[src/hw/rtl/psu_pkg.sv]
`timescale 1ns / 1ps
package psu_pkg;

   localparam int MAX_WIDTH   = 4096;
   localparam int MAX_BPP     = 4;
   localparam int STORE_DEPTH = MAX_WIDTH * MAX_BPP;
   localparam int IDX_W       = $clog2(STORE_DEPTH);
   localparam int LEN_W       = $clog2(STORE_DEPTH + 1);
   localparam int BPP_W       = $clog2(MAX_BPP + 1);
   localparam int SEL_W       = (MAX_BPP > 1) ? $clog2(MAX_BPP) : 1;
   localparam int BYTE_W      = 8;
   localparam int BPP_RAW_W   = 3;
   localparam int WIDTH_W     = 13;
   localparam int HEIGHT_W    = 16;
   localparam int ADDR_W      = 4;
   localparam int DATA_W      = 32;

   localparam logic [ADDR_W-1:0] ADDR_BPP    = 4'h0;
   localparam logic [ADDR_W-1:0] ADDR_WIDTH  = 4'h4;
   localparam logic [ADDR_W-1:0] ADDR_HEIGHT = 4'h8;

   localparam logic [BYTE_W-1:0] FILT_NONE  = 8'd0;
   localparam logic [BYTE_W-1:0] FILT_SUB   = 8'd1;
   localparam logic [BYTE_W-1:0] FILT_UP    = 8'd2;
   localparam logic [BYTE_W-1:0] FILT_AVG   = 8'd3;
   localparam logic [BYTE_W-1:0] FILT_PAETH = 8'd4;

   typedef struct packed {
      logic [BPP_W-1:0]    bpp;
      logic [LEN_W-1:0]    row_len;
      logic [HEIGHT_W-1:0] height;
   } cfg_type;

   typedef struct packed {
      logic [BYTE_W-1:0] data;
      logic [BYTE_W-1:0] filter;
      logic [IDX_W-1:0]  idx;
      logic              first_row;
      logic              row_end;
      logic              image_end;
   } stage_type;

   function automatic logic [BYTE_W-1:0] paeth(input logic [BYTE_W-1:0] a,
                                               input logic [BYTE_W-1:0] b,
                                               input logic [BYTE_W-1:0] c);
      logic [BYTE_W+1:0] pa;
      logic [BYTE_W+1:0] pb;
      logic [BYTE_W+1:0] pc;
      logic [BYTE_W+1:0] sab;
      logic [BYTE_W+1:0] c2;
      pa  = (b > c) ? {2'b00, b - c} : {2'b00, c - b};
      pb  = (a > c) ? {2'b00, a - c} : {2'b00, c - a};
      sab = {2'b00, a} + {2'b00, b};
      c2  = {1'b0, c, 1'b0};
      pc  = (sab > c2) ? (sab - c2) : (c2 - sab);
      if ((pa <= pb) && (pa <= pc)) begin
         return a;
      end else if (pb <= pc) begin
         return b;
      end
      return c;
   endfunction

endpackage

[src/hw/rtl/psu_csr.sv]
`timescale 1ns / 1ps
module psu_csr (
   input  logic                         clock,
   input  logic                         reset,
   input  logic                         csr_psel,
   input  logic                         csr_penable,
   input  logic                         csr_pwrite,
   input  logic [psu_pkg::ADDR_W-1:0]   csr_paddr,
   input  logic [psu_pkg::DATA_W-1:0]   csr_pwdata,
   output logic [psu_pkg::DATA_W-1:0]   csr_prdata,
   output logic                         csr_pready,
   output psu_pkg::cfg_type             cfg
);

   logic [psu_pkg::BPP_RAW_W-1:0] bpp_ff;
   logic [psu_pkg::BPP_RAW_W-1:0] bpp_in;
   logic [psu_pkg::WIDTH_W-1:0]   width_ff;
   logic [psu_pkg::WIDTH_W-1:0]   width_in;
   logic [psu_pkg::HEIGHT_W-1:0]  height_ff;
   logic [psu_pkg::HEIGHT_W-1:0]  height_in;
   logic                          wr_en;
   logic [psu_pkg::BPP_W-1:0]     bpp_eff;
   logic [psu_pkg::WIDTH_W-1:0]   width_eff;

   assign csr_pready = 1'b1;
   assign wr_en      = csr_psel & csr_penable & csr_pwrite & csr_pready;

   always_comb begin
      bpp_in    = bpp_ff;
      width_in  = width_ff;
      height_in = height_ff;
      if (wr_en) begin
         unique case (csr_paddr)
            psu_pkg::ADDR_BPP:    bpp_in    = csr_pwdata[psu_pkg::BPP_RAW_W-1:0];
            psu_pkg::ADDR_WIDTH:  width_in  = csr_pwdata[psu_pkg::WIDTH_W-1:0];
            psu_pkg::ADDR_HEIGHT: height_in = csr_pwdata[psu_pkg::HEIGHT_W-1:0];
            default: ;
         endcase
      end
   end

   always_ff @(posedge clock) begin
      if (reset) begin
         bpp_ff    <= psu_pkg::BPP_RAW_W'(4);
         width_ff  <= psu_pkg::WIDTH_W'(1);
         height_ff <= psu_pkg::HEIGHT_W'(1);
      end else begin
         bpp_ff    <= bpp_in;
         width_ff  <= width_in;
         height_ff <= height_in;
      end
   end

   always_comb begin
      unique case (csr_paddr)
         psu_pkg::ADDR_BPP:    csr_prdata = psu_pkg::DATA_W'(bpp_ff);
         psu_pkg::ADDR_WIDTH:  csr_prdata = psu_pkg::DATA_W'(width_ff);
         psu_pkg::ADDR_HEIGHT: csr_prdata = psu_pkg::DATA_W'(height_ff);
         default:              csr_prdata = '0;
      endcase
   end

   // out-of-range bytes per pixel and width settings clamp
   always_comb begin
      if (bpp_ff == '0) begin
         bpp_eff = psu_pkg::BPP_W'(1);
      end else if (psu_pkg::BPP_W'(bpp_ff) > psu_pkg::BPP_W'(psu_pkg::MAX_BPP)) begin
         bpp_eff = psu_pkg::BPP_W'(psu_pkg::MAX_BPP);
      end else begin
         bpp_eff = psu_pkg::BPP_W'(bpp_ff);
      end
      if (width_ff == '0) begin
         width_eff = psu_pkg::WIDTH_W'(1);
      end else if (width_ff > psu_pkg::WIDTH_W'(psu_pkg::MAX_WIDTH)) begin
         width_eff = psu_pkg::WIDTH_W'(psu_pkg::MAX_WIDTH);
      end else begin
         width_eff = width_ff;
      end
   end

   assign cfg.bpp     = bpp_eff;
   assign cfg.row_len = psu_pkg::LEN_W'(width_eff) * psu_pkg::LEN_W'(bpp_eff);
   assign cfg.height  = height_ff;

endmodule

[config.mk]
export PLATFORM = sky130hd
export DESIGN_NAME = psu_csr
export DESIGN_NICKNAME = d
export VERILOG_FILES = /design/src/hw/rtl/psu_pkg.sv /design/src/hw/rtl/psu_csr.sv
export SDC_FILE = /design/constraint.sdc
export NUM_CORES = 1
export LEC_CHECK = 0
export ABC_CLOCK_PERIOD_IN_PS = 5800
export BUFFER_PORTS_ARGS = -buffer_cell sky130_fd_sc_hd__buf_2
export CORE_UTILIZATION = 30
export DETAILED_ROUTE_END_ITERATION = 10
export GPL_ROUTABILITY_DRIVEN = 0
export PLACE_DENSITY = 0.57
export SETUP_SLACK_MARGIN = 0.02
export SLEW_MARGIN = 20
export SYNTH_ARGS = -nofsm -noshare
export SYNTH_HDL_FRONTEND = slang
export SYNTH_SLANG_ARGS = --single-unit
[constraint.sdc]
create_clock -name clock -period 5.8 [get_ports clock]
set_input_delay 1.45 -clock clock [delete_from_list [all_inputs] [get_ports clock]]
set_output_delay 1.45 -clock clock [all_outputs]
set_load 0.02 [all_outputs]
==> results.toml <==
[power_and_ir_drop]
p_per_area_nw_per_um2 = 136
p_leak_uw = 0.00152
irDropWorstVdd_v = 0.000151
p_total_uw = 441

[routing]
first_pass_iters = 7
drc = 6
drt-initial-drc-count = 92
antenna_left = 0
wire_per_inst_um = 13.0
wirelength_mm = 6.83
vias_per_cell = 4.76
dr_total_vias = 2499

[floorplan]
ioPinCount = 108
die-area_um2 = 9680
start_util_pct = 31.5
coreArea_um2 = 8850
die_w_um = 98.4
die_y_um = 98.4
fp-row-count = 34

[synth]
seq_area_frac_synth_pct = 23.0
synth.lib_cells_used.distinct = 52
yosys.area.top_type_share_pct = 23.0
async_flop_share_pct = 0
synth_ff_type = "dfxtp_1"
synth_area_leaders = "dfxtp_1 (23%), nand2_1 (9.7%), fa_1 (8.6%)"
synth_seq_cells = 32
ys.warnings.count = 0
yosys.area.top_type = "dfxtp_1"
synth_edf_count = 0
synthCells = 352
syn_avg_cell_area_um2 = 7.92
synth_area_um2 = 2790

[final_layout]
fin_util_pct = 36.8
final_layout_size_suffix_gt1_share_pct = 25.7
num_antenna_cells = 0
nets = 483
fillers = 962
area_delta_synth_final_pct = 16.7

[clocking]
post_cts_buffers = 0
clock_path_buffers = 2
cts.sinks = 32
cts.reportedPaths.clkPinSlew_ns = 0.06
insertion_delay_ns = 0.28
cts_tree = "built"
htree_levels = 2
root_buffer = "clkbuf_8"
cts-buffers-inserted = 5

[timing]
max_freq_ghz = 0.186
drv_slew = 0
setup_viol = 0
skew_ns = 0
finalCritPeriodShare_pct = 92.9
rsz0062_at_grt = "no"
hold_viol_final = 0
tightest_slew_ns = 0.859
whs_ns = 0.470
min_period_ns = 5.39
tns_ns = 0
relSlewSlack_pct = 42.7

[setup_path]
cpPeakStageDelay_ns = 0.51
crit_family = "compound AO/OA/AOI/OAI gates"
end_kind = "primary output"
crit_top_cell = "buf_4"
worstPathArrival_ns = 3.94
critPathSlowestCell = "fa_1"
cp_max_fo = 7
start_kind = "flop"
crit_type = "flop to primary output"
critPathBufInv = 4
cp_cell_sequence = "nor4_2, nand3_1, and2_1, nor2b_2, buf_4, nand2_1, fa_1, inv_1, ha_1, o21ai_0, o21bai_1, a21oi_1, buf_4, o31a_1, a311oi_1, buf_2"
worstPathRequired_ns = 4.35

[grt]
track_usage_pct = 14.7
antenna_found_initial = 0
grt_pass1_vias = 2407
grt_overflow = 0
grt_max_degree = 33
grt_pass1_wl_mm = 11.7

[min_path]
min_path_type = "flop to flop"

[flow_run]
cap_violations = 0

[placed_design]
hpwl_mm = 5.27
port_buffers = 74

[outcome]
violations = "design-rule violations"
status = "finished with violations"
[worst min-delay path, cell delays in order, from the launching register on]
cell and delay [ns]:
dfxtp_1 0.32, nand2_1 0.05, a21oi_1 0.05
[layout make-up]
class / count / area (um2) / area share (%)
clock buffer: 8 / 90.1 / 2.77
inverter: 26 / 97.6 / 3.00
multi-input combinational: 272 / 1880 / 57.8
sequential: 32 / 641 / 19.7
tap: 108 / 135 / 4.15
timing repair buffer: 79 / 408 / 12.5
[flip-flops by register name (all words and copies together), names as in the netlist]
| name | cells |
|---|---|
| height_ff | 16 |
| width_ff | 13 |
| bpp_ff | 3 |
[metal layers]
layer	part of all wire [%]	global-route usage, %
met5	0	0
met4	0.86	3.33
met3	5.2	2.86
met1	48	19.9
met2	46	24.3
[repair_timing]
item / 4_1_cts / 5_1_grt
setup endpoints to repair: 0 / 3
resized for setup: 0 / 7
hold buffers: 0 / 0
[cell usage in the layout (no fill, tap or decap), types with 4 or more instances in the layout]
| cell | n |
|---|---|
| a21oi_1 | 18 |
| a21oi_2 | 9 |
| a22o_1 | 10 |
| and2_1 | 11 |
| and4_1 | 4 |
| buf_2 | 74 |
| buf_4 | 5 |
| clkbuf_8 | 6 |
| conb_1 | 17 |
| dfxtp_1 | 32 |
| fa_1 | 12 |
| ha_1 | 14 |
| inv_1 | 25 |
| mux2i_1 | 14 |
| nand2_1 | 72 |
| nand3_1 | 6 |
| nor2_1 | 19 |
| nor2b_1 | 6 |
| nor3_1 | 7 |
| nor4_2 | 4 |
| xnor2_1 | 7 |
[cells by family after synthesis]
family / synth area share, %
adder cells (fa/ha/maj): 14.9
multiplexers: 5.03
flip-flops: 23.0
other: 0.269
buffers and inverters: 12.6
AO/OA/AOI/OAI: 16.3
XOR/XNOR: 2.83
AND/OR/NAND/NOR: 25.0
[report_power, final]
group          switching [uW]  internal (uW)
Sequential               1.19            221
Clock                    81.2           96.7
Combinational            29.5           11.5
Total                     112            329
[path summary, 6_finish.rpt]
path / slack [ns] / cells after the start / end / start
max reg2reg: 4.85 / 2 / bpp_ff[2] / bpp_ff[2]
min: 0.47 / 2 / height_ff[5] / height_ff[5]
min reg2reg: 0.47 / 2 / height_ff[5] / height_ff[5]
max: 0.41 / 16 / cfg[30] / width_ff[1]
[Yosys cell counts (9+ instances only)]
cell type / instances
inv_1: 25
dfxtp_1: 32
a21oi_2: 9
nand2_1: 72
a22o_1: 10
mux2i_1: 14
buf_4: 19
and2_1: 11
nor2_1: 19
ha_1: 14
a21oi_1: 18
fa_1: 12
[stage by stage]
step,area (um2),setup slack (ns),cells
after CTS,3220,0.282,525
after global routing,3250,0.0241,525
after detailed placement,3130,0.597,517
after global placement,3130,0.610,517
after floorplan,2840,0.545,367
final,3250,0.412,525
(Power assumes the default switching activity.)
