<file path="config.mk">
export PLATFORM = sky130hd
export DESIGN_NAME = psu_recon
export DESIGN_NICKNAME = d
export VERILOG_FILES = /design/src/hw/rtl/psu_pkg.sv /design/src/hw/rtl/psu_recon.sv
export SDC_FILE = /design/constraint.sdc
export NUM_CORES = 1
export LEC_CHECK = 0
export BUFFER_PORTS_ARGS = -buffer_cell sky130_fd_sc_hd__buf_2
export CORE_ASPECT_RATIO = 0.75
export CORE_MARGIN = 5
export CORE_UTILIZATION = 40
export CTS_CLUSTER_DIAMETER = 30
export CTS_CLUSTER_SIZE = 12
export DETAILED_ROUTE_END_ITERATION = 8
export SLEW_MARGIN = 20
export SYNTH_ARGS = -nofsm -noshare
export SYNTH_HDL_FRONTEND = slang
export SYNTH_SLANG_ARGS = --single-unit
</file>
<file path="constraint.sdc">
create_clock -name clock -period 19.4 [get_ports clock]
set_input_delay 2.91 -clock clock [delete_from_list [all_inputs] [get_ports clock]]
set_output_delay 2.91 -clock clock [all_outputs]
set_load 0.02 [all_outputs]
</file>
<file path="src/hw/rtl/psu_pkg.sv">
`timescale 1ns / 1ps
package psu_pkg;

   localparam int MAX_WIDTH   = 4096;
   localparam int MAX_BPP     = 4;
   localparam int STORE_DEPTH = MAX_WIDTH * MAX_BPP;
   localparam int IDX_W       = $clog2(STORE_DEPTH);
   localparam int LEN_W       = $clog2(STORE_DEPTH + 1);
   localparam int BPP_W       = $clog2(MAX_BPP + 1);
   localparam int SEL_W       = (MAX_BPP > 1) ? $clog2(MAX_BPP) : 1;
   localparam int BYTE_W      = 8;
   localparam int BPP_RAW_W   = 3;
   localparam int WIDTH_W     = 13;
   localparam int HEIGHT_W    = 16;
   localparam int ADDR_W      = 4;
   localparam int DATA_W      = 32;

   localparam logic [ADDR_W-1:0] ADDR_BPP    = 4'h0;
   localparam logic [ADDR_W-1:0] ADDR_WIDTH  = 4'h4;
   localparam logic [ADDR_W-1:0] ADDR_HEIGHT = 4'h8;

   localparam logic [BYTE_W-1:0] FILT_NONE  = 8'd0;
   localparam logic [BYTE_W-1:0] FILT_SUB   = 8'd1;
   localparam logic [BYTE_W-1:0] FILT_UP    = 8'd2;
   localparam logic [BYTE_W-1:0] FILT_AVG   = 8'd3;
   localparam logic [BYTE_W-1:0] FILT_PAETH = 8'd4;

   typedef struct packed {
      logic [BPP_W-1:0]    bpp;
      logic [LEN_W-1:0]    row_len;
      logic [HEIGHT_W-1:0] height;
   } cfg_type;

   typedef struct packed {
      logic [BYTE_W-1:0] data;
      logic [BYTE_W-1:0] filter;
      logic [IDX_W-1:0]  idx;
      logic              first_row;
      logic              row_end;
      logic              image_end;
   } stage_type;

   function automatic logic [BYTE_W-1:0] paeth(input logic [BYTE_W-1:0] a,
                                               input logic [BYTE_W-1:0] b,
                                               input logic [BYTE_W-1:0] c);
      logic [BYTE_W+1:0] pa;
      logic [BYTE_W+1:0] pb;
      logic [BYTE_W+1:0] pc;
      logic [BYTE_W+1:0] sab;
      logic [BYTE_W+1:0] c2;
      pa  = (b > c) ? {2'b00, b - c} : {2'b00, c - b};
      pb  = (a > c) ? {2'b00, a - c} : {2'b00, c - a};
      sab = {2'b00, a} + {2'b00, b};
      c2  = {1'b0, c, 1'b0};
      pc  = (sab > c2) ? (sab - c2) : (c2 - sab);
      if ((pa <= pb) && (pa <= pc)) begin
         return a;
      end else if (pb <= pc) begin
         return b;
      end
      return c;
   endfunction

endpackage

</file>
<file path="src/hw/rtl/psu_recon.sv">
`timescale 1ns / 1ps
module psu_recon (
   input  logic                        clock,
   input  logic                        reset,
   input  logic [psu_pkg::BPP_W-1:0]   bpp,
   input  logic                        in_valid,
   input  psu_pkg::stage_type          in_stage,
   output logic                        in_ready,
   input  logic [psu_pkg::BYTE_W-1:0]  rd_data,
   output logic                        wr_en,
   output logic [psu_pkg::IDX_W-1:0]   wr_addr,
   output logic [psu_pkg::BYTE_W-1:0]  wr_data,
   output logic                        rsp_tvalid,
   input  logic                        rsp_tready,
   output logic [7:0]                  rsp_tdata,
   output logic                        rsp_tlast,
   output logic [1:0]                  rsp_tuser
);

   psu_pkg::stage_type         s1_ff;
   logic                       s1_valid_ff;
   logic                       s1_valid_in;
   logic                       out_valid_ff;
   logic                       out_valid_in;
   logic [psu_pkg::BYTE_W-1:0] out_data_ff;
   logic                       out_last_ff;
   logic [1:0]                 out_user_ff;
   logic [psu_pkg::BYTE_W-1:0] left_ff [psu_pkg::MAX_BPP];
   logic [psu_pkg::BYTE_W-1:0] upleft_ff [psu_pkg::MAX_BPP];
   logic                       fire;
   logic [psu_pkg::BPP_W-1:0]  bpp_m1;
   logic [psu_pkg::SEL_W-1:0]  sel;
   logic                       has_left;
   logic [psu_pkg::BYTE_W-1:0] a;
   logic [psu_pkg::BYTE_W-1:0] b;
   logic [psu_pkg::BYTE_W-1:0] c;
   logic [psu_pkg::BYTE_W:0]   sum_ab;
   logic [psu_pkg::BYTE_W-1:0] pred;
   logic                       bad;
   logic [psu_pkg::BYTE_W-1:0] res;

   assign fire        = s1_valid_ff & (~out_valid_ff | rsp_tready);
   assign in_ready    = ~s1_valid_ff | fire;
   assign s1_valid_in = in_valid | (s1_valid_ff & ~fire);
   assign out_valid_in = fire | (out_valid_ff & ~rsp_tready);

   // neighbours exist only once a full pixel of this row is behind
   assign bpp_m1   = bpp - psu_pkg::BPP_W'(1);
   assign sel      = bpp_m1[psu_pkg::SEL_W-1:0];
   assign has_left = s1_ff.idx >= psu_pkg::IDX_W'(bpp);
   assign a        = has_left ? left_ff[sel] : '0;
   assign c        = has_left ? upleft_ff[sel] : '0;
   assign b        = s1_ff.first_row ? '0 : rd_data;
   assign sum_ab   = {1'b0, a} + {1'b0, b};

   always_comb begin
      bad = 1'b0;
      case (s1_ff.filter)
         psu_pkg::FILT_NONE:  pred = '0;
         psu_pkg::FILT_SUB:   pred = a;
         psu_pkg::FILT_UP:    pred = b;
         psu_pkg::FILT_AVG:   pred = sum_ab[psu_pkg::BYTE_W:1];
         psu_pkg::FILT_PAETH: pred = psu_pkg::paeth(a, b, c);
         default: begin
            pred = '0;
            bad  = 1'b1;
         end
      endcase
   end

   assign res     = s1_ff.data + pred;
   assign wr_en   = fire;
   assign wr_addr = s1_ff.idx;
   assign wr_data = res;

   always_ff @(posedge clock) begin
      if (reset) begin
         s1_valid_ff  <= 1'b0;
         out_valid_ff <= 1'b0;
      end else begin
         s1_valid_ff  <= s1_valid_in;
         out_valid_ff <= out_valid_in;
      end
   end

   always_ff @(posedge clock) begin
      if (in_valid) begin
         s1_ff <= in_stage;
      end
      if (fire) begin
         out_data_ff <= res;
         out_last_ff <= s1_ff.row_end;
         out_user_ff <= {bad, s1_ff.image_end};
         left_ff[0]   <= res;
         upleft_ff[0] <= b;
         for (int i = 1; i < psu_pkg::MAX_BPP; i++) begin
            left_ff[i]   <= left_ff[i-1];
            upleft_ff[i] <= upleft_ff[i-1];
         end
      end
   end

   assign rsp_tvalid = out_valid_ff;
   assign rsp_tdata  = out_data_ff;
   assign rsp_tlast  = out_last_ff;
   assign rsp_tuser  = out_user_ff;

endmodule

</file>
==> metrics.csv, run 1 <==
stage,metric,value,unit
synth,Synth cell types,69,
critical_path,worst endpoint required time,16.49,ns
synth,cells after synthesis,673,
job,max-cap violation count,0,
synth,Mapped Area,7428,um^2
global_routing,first-pass GRT wire length,30460,um
synth,YS warnings,0,
place,post-DP HPWL,15200,um
clocking,Worst-path clk slew,0.07,ns
finish,Layout Nets,886,
clocking,Clk Tree Root Cell,clkbuf_16,
place,number of port buffers,83,
critical_path,r2r endpoint,left_ff[0][7],
timing,Achievable Freq,62.50,MHz
synth,post-synth top area cell,edfxtp_1,
drt,DR iter-0 viols,447,
timing,RSZ-0062 raised after global routing,no,
clocking,CTS Buffer Depth,2,
synth,register area share after synthesis,40.96,%
clocking,Num CTS Buffers,9,
floorplan,row cnt,43,
floorplan,Die Ht,128.0,um
timing,Least-Margin Pin Slew,1.050,ns
clocking,CTS resizes,0,
finish,# diodes,0,
synth,Synth top area share,40.42,%
finish,final core utilization,45.35,%
timing,Period minus WS final,16.00,ns
drt,Vias,5490,
synth,Post-synth EDFFs,100,
drt,Via density,5.507,
clocking,Clock Latency Late Sink,0.34,ns
timing,crit share post-route,82.47,%
finish,post-route cell area,8319,um^2
floorplan,Ports,84,
timing,setup TNS,0,ns
power,P per Cell Area,105.0,nW/um^2
timing,Setup WS post-layout,3.401,ns
hold_path,HP Start,s1_ff[1],
timing,clk_skew,0.008224,ns
critical_path,Worst EP arrival,13.09,ns
timing,# setup viols final,0,
synth,Post-synth ARST share,0,%
critical_path,CP max-delay cell,nor2_1,
hold_path,Hold Path Sink,rsp_tlast,
critical_path,Crit Path Class,input port to output port,
critical_path,Crit path top cell by count,a21oi_1,
global_routing,Total GRT Usage,17.75,%
global_routing,vias in the first global route,5621,
drt,WL/cell,18.89,um
drt,Routed WL,18840,um
clocking,CTS tree,yes,
critical_path,Setup crit end kind,output port,
drt,antenna-violating nets left,0,
drt,DRT Pass-1 Iters,4,
floorplan,die width,167.4,um
power,post-layout power,873.7,uW
synth,Most used DFF post-synth,edfxtp_1,
synth,most common cell in the netlist,edfxtp_1,
critical_path,reg2reg path depth,43,
timing,fin. max-slew vios,0,
floorplan,Die ar.,21420,um^2
finish,Area Overhead vs Synth,11.99,%
critical_path,CP max FO,20,
critical_path,type of origin of the critical path,input port,
hold_path,Hold Path Cell Cnt,0,
global_routing,largest net degree at the start of global routing,65,
floorplan,core area,18350,um^2
synth,syn_area_per_cell,11.04,um^2
critical_path,Crit path largest cell delay,0.58,ns
clocking,H-Tree Level Count,3,
clocking,CTS hold repair buffers,0,
synth,"Net Count, Synth",814,
synth,synth top area cells,"edfxtp_1, ha_1, mux4_2, inv_1, a21oi_1",
hold_path,Hold WC Path Type,flip-flop to flip-flop,
critical_path,reg2reg setup slack,9.33,ns
place,pre-CTS WS,3.503,ns
critical_path,worst r2r src,wr_addr[0],
power,Leak,3.611,nW
synth,commonest cells in the netlist,"edfxtp_1, ha_1, inv_1",
global_routing,initial antenna violation count,1,
finish,fillers,1703,
power,VDD IR-drop max,0.05979,mV
timing,Max-slew headroom,29.28,%
clocking,Post-CTS Setup Repair Bufs,0,
timing,Final Hold Vio Count,0,
drt,DRC,0,
place,"Cell Area, Placed",8031,um^2
global_routing,gr ovfl total,0,
status,result of the run,"complete, no violations",
synth,Yosys reg bits,102,
clocking,CTS Sinks,102,
floorplan,starting density of the core,40.49,%
finish,share of cells above drive strength 1,19.47,%
place,GP Congestion,0.9298,
==> power by group <==
part           internal, mW  total (mW)  switching (mW)  leakage [nW]
clock                0.0898       0.172          0.0826         0.139
combinational         0.172       0.436           0.264          2.51
sequential            0.258       0.265         0.00743         0.966
==> layer usage <==
| layer | vias up | global-route usage, % | routed length, um |
|---|---|---|---|
| met5 | - | 0 | 0 |
| met4 | 0 | 3.006 | 157 |
| met3 | 16 | 3.298 | 1079 |
| met2 | 171 | 27.26 | 8009 |
| met1 | 2670 | 26.67 | 9590 |
| li1 | 2633 | - | - |
==> worst max path at each step <==
stage	slack (ns)	end	start	cells past startpoint
6_report	3.40	wr_data[7]	bpp[0]	44
5_1_grt	2.54	wr_data[7]	bpp[0]	44
4_1_cts	3.47	wr_data[7]	bpp[0]	44
3_5_place_dp	3.50	wr_data[7]	bpp[0]	44
3_3_place_gp	3.82	wr_data[7]	bpp[0]	44
2_1_floorplan	4.83	wr_data[7]	bpp[1]	45
==> cell families (layout without fill, tap and decap cells) <==
logic type	after synthesis	after routing	synth area share [%]
xor gates and xnor gates	29	29	3.419
buffers and inverters	95	172	5.626
adders and majority gates	94	94	16.61
and+or+nand+nor	152	152	10.49
DFF	102	102	40.96
muxes	47	47	8.742
AOI/OAI and AO/OA	154	154	14.15
==> cells in the final DEF (no fill, tap or decap), types with 6 or more instances in the layout <==
| cell | netlist | layout |
|---|---|---|
| xnor2_1 | 21 | 21 |
| nand3_1 | 12 | 12 |
| clkbuf_16 | 0 | 9 |
| nand2_1 | 44 | 44 |
| mux4_2 | 13 | 13 |
| a21oi_1 | 44 | 44 |
| nand2b_1 | 14 | 14 |
| nor3_1 | 7 | 7 |
| mux2_2 | 13 | 13 |
| o22ai_1 | 8 | 8 |
| ha_1 | 85 | 85 |
| buf_2 | 1 | 83 |
| a21o_1 | 13 | 13 |
| inv_1 | 68 | 68 |
| xor2_1 | 8 | 8 |
| o21ai_0 | 25 | 25 |
| edfxtp_1 | 100 | 100 |
| nor2_1 | 30 | 30 |
| fa_1 | 8 | 8 |
| and2_1 | 9 | 9 |
| mux2i_1 | 21 | 21 |
| nor2b_1 | 7 | 6 |
| o221ai_1 | 7 | 7 |
==> per-stage QoR <==
| stage | hold WS, ns | std cells |
|---|---|---|
| after floorplan | 0.4003 | 673 |
| after global placement | 0.4000 | 981 |
| after detailed placement | 0.4083 | 981 |
| after CTS | 0.4243 | 997 |
| after global routing | 0.4421 | 997 |
| final | 0.4214 | 997 |
==> worst max-delay path: cells and delay by family <==
family	cells	cell delay, ns
compound gates	19	3.15
mux	2	0.70
buf+inv	4	1.10
xor+xnor	2	0.50
simple gates	11	2.65
fa+ha+maj	6	2.03
==> sequential cells by signal, summed over array words and instances (netlist names) <==
name	cells
left_ff	32
rsp_tlast	1
rsp_tuser	2
rsp_tvalid	1
s1_ff	19
s1_valid_ff	1
upleft_ff	32
wr_addr	14
==> cell type report <==
| class | count | area (um^2) | area share (%) |
|---|---|---|---|
| clock buffer | 9 | 225.2 | 2.707 |
| clock inverter | 7 | 62.56 | 0.7520 |
| inverter | 69 | 259.0 | 3.113 |
| multi-input combinational | 476 | 3975 | 47.78 |
| sequential | 102 | 3043 | 36.58 |
| tap | 247 | 309.0 | 3.715 |
| timing repair buffer | 87 | 445.4 | 5.354 |
Power figures use the tool's default switching activity.
==> run 2: changes to the inputs <==
Clock period 19.4 ns to 16.6 ns, I/O delays scaled along.
==> metrics.csv, run 2 (synthesized netlist as in run 1, its figures left out) <==
stage,metric,value,unit
status,result of the run,"complete, no violations",
clocking,CTS Buffer Depth,2,
finish,biggest regs,"left_ff: 32 flops, upleft_ff: 32 flops, s1_ff: 19 flops",
critical_path,CP max-delay cell,or4_4,
critical_path,CP Buf/Inv Count,5,
floorplan,Ports,84,
clocking,CTS hold repair buffers,0,
power,P per Cell Area,122.4,nW/um^2
floorplan,Die Ht,128.0,um
timing,Period minus WS final,15.17,ns
timing,RSZ-0062 raised after global routing,no,
drt,Routed WL,18720,um
clocking,Clk Tree Root Cell,clkbuf_16,
place,pre-CTS WS,1.102,ns
clocking,Clock Latency Late Sink,0.35,ns
finish,share of cells above drive strength 1,19.57,%
critical_path,CP Depth,41,
floorplan,Die ar.,21420,um^2
clocking,Num CTS Buffers,9,
critical_path,worst r2r src,wr_addr[0],
timing,Setup WS post-layout,1.428,ns
global_routing,vias in the first global route,5451,
place,number of port buffers,83,
drt,DR iter-0 viols,512,
floorplan,starting density of the core,40.49,%
timing,Achievable Freq,65.91,MHz
clocking,CTS Sinks,102,
drt,Via density,5.482,
drt,WL/cell,18.75,um
critical_path,Crit Path Class,input port to output port,
floorplan,row cnt,43,
clocking,Post-CTS Setup Repair Bufs,0,
timing,Max-slew headroom,28.60,%
global_routing,largest net degree at the start of global routing,65,
clocking,CTS tree,yes,
critical_path,type of origin of the critical path,input port,
power,VDD IR-drop max,0.04548,mV
finish,Area Overhead vs Synth,12.08,%
critical_path,family with the most delay on the worst path,compound AO/OA/AOI/OAI gates,
timing,Least-Margin Pin Slew,1.060,ns
timing,Final Hold Vio Count,0,
drt,DRC,0,
global_routing,Total GRT Usage,17.63,%
hold_path,HP Start,s1_ff[1],
power,Leak,3.617,nW
critical_path,reg2reg path depth,39,
global_routing,first-pass GRT wire length,29850,um
clocking,H-Tree Level Count,3,
floorplan,die width,167.4,um
floorplan,core area,18350,um^2
critical_path,CP max FO,20,
timing,setup TNS,0,ns
hold_path,Hold Path Cell Cnt,0,
clocking,CTS resizes,0,
drt,Vias,5471,
global_routing,initial antenna violation count,0,
finish,# diodes,0,
finish,fillers,1646,
timing,clk_skew,0.01122,ns
finish,Layout Nets,887,
critical_path,Setup crit end kind,output port,
timing,crit share post-route,91.40,%
place,post-DP HPWL,15100,um
job,max-cap violation count,0,
critical_path,Worst EP arrival,12.68,ns
global_routing,gr ovfl total,0,
critical_path,reg2reg setup slack,6.35,ns
drt,DRT Pass-1 Iters,5,
hold_path,Hold Path Sink,rsp_tlast,
finish,"commonest non-fill, non-tap cell in the layout",edfxtp_1,
hold_path,Hold WC Path Type,flip-flop to flip-flop,
finish,"commonest cells after routing, fill and taps aside","edfxtp_1, ha_1, buf_2",
timing,fin. max-slew vios,0,
critical_path,r2r endpoint,left_ff[0][7],
place,GP Congestion,0.9793,
drt,antenna-violating nets left,0,
clocking,Worst-path clk slew,0.07,ns
critical_path,worst endpoint required time,14.11,ns
critical_path,Crit path top cell by count,a21oi_1,
timing,# setup viols final,0,
critical_path,Crit path largest cell delay,0.60,ns
## run 2: worst max path at each step
stage / slack (ns) / to / startpoint
after CTS: 1.06 / wr_data[7] / bpp[1]
after floorplan: 2.87 / wr_data[7] / bpp[1]
after global placement: 1.49 / wr_data[7] / bpp[1]
final: 1.43 / wr_data[7] / bpp[0]
after global routing: 0.42 / wr_data[7] / bpp[0]
after detailed placement: 1.10 / wr_data[7] / bpp[1]
## run 2: routing by layer
metal  GRT usage [%]  up-vias  wire, um  part of all wire (%)
met5               0        -         0                     0
met4           3.006        0       175                  0.94
met3           4.316       17      1626                   8.7
met2           26.48      204      7961                    43
met1           26.32     2620      8951                    48
li1                -     2630         -                     -
## run 2: metrics by stage
step | cell area [um^2] | util [%] | total power [mW] | cells | hold WS (ns)
6_report | 8325 | 45.38 | 1.019 | 998 | 0.4205
5_1_grt | 8325 | 45.38 | 1.090 | 998 | 0.4400
4_1_cts | 8319 | 45.35 | 1.017 | 998 | 0.4223
3_5_place_dp | 8039 | 43.82 | 0.8123 | 982 | 0.4056
3_3_place_gp | 8039 | 43.82 | 0.8102 | 982 | 0.4011
2_1_floorplan | 7428 | - | 0.6840 | 673 | 0.4003
## run 2: worst register-to-register path: cells and delay by family, from the launching register on
kind / cells / cell delay [ns]
AND/OR/NAND/NOR: 9 / 2.66
adder cells (fa/ha/maj): 4 / 1.27
XOR/XNOR: 2 / 0.51
flip-flops: 1 / 0.39
AO/OA/AOI/OAI: 20 / 4.27
buffers and inverters: 3 / 0.50
multiplexers: 1 / 0.40
## run 2: layout make-up
type	count	area, um^2	share of cell area, %
multi-input cells	476	3981	47.82
inverters	69	259.0	3.111
clock buffers	9	225.2	2.705
repair buffers	88	452.9	5.440
flip-flops and latches	102	3043	36.55
well taps	247	309.0	3.712
clock inverters	7	55.05	0.6613
## run 2: power breakdown
part / switching, mW / internal [mW] / total (mW)
Clock: 0.0973 / 0.104 / 0.201
Sequential: 0.00878 / 0.301 / 0.310
Combinational: 0.307 / 0.202 / 0.508
Total: 0.413 / 0.607 / 1.02
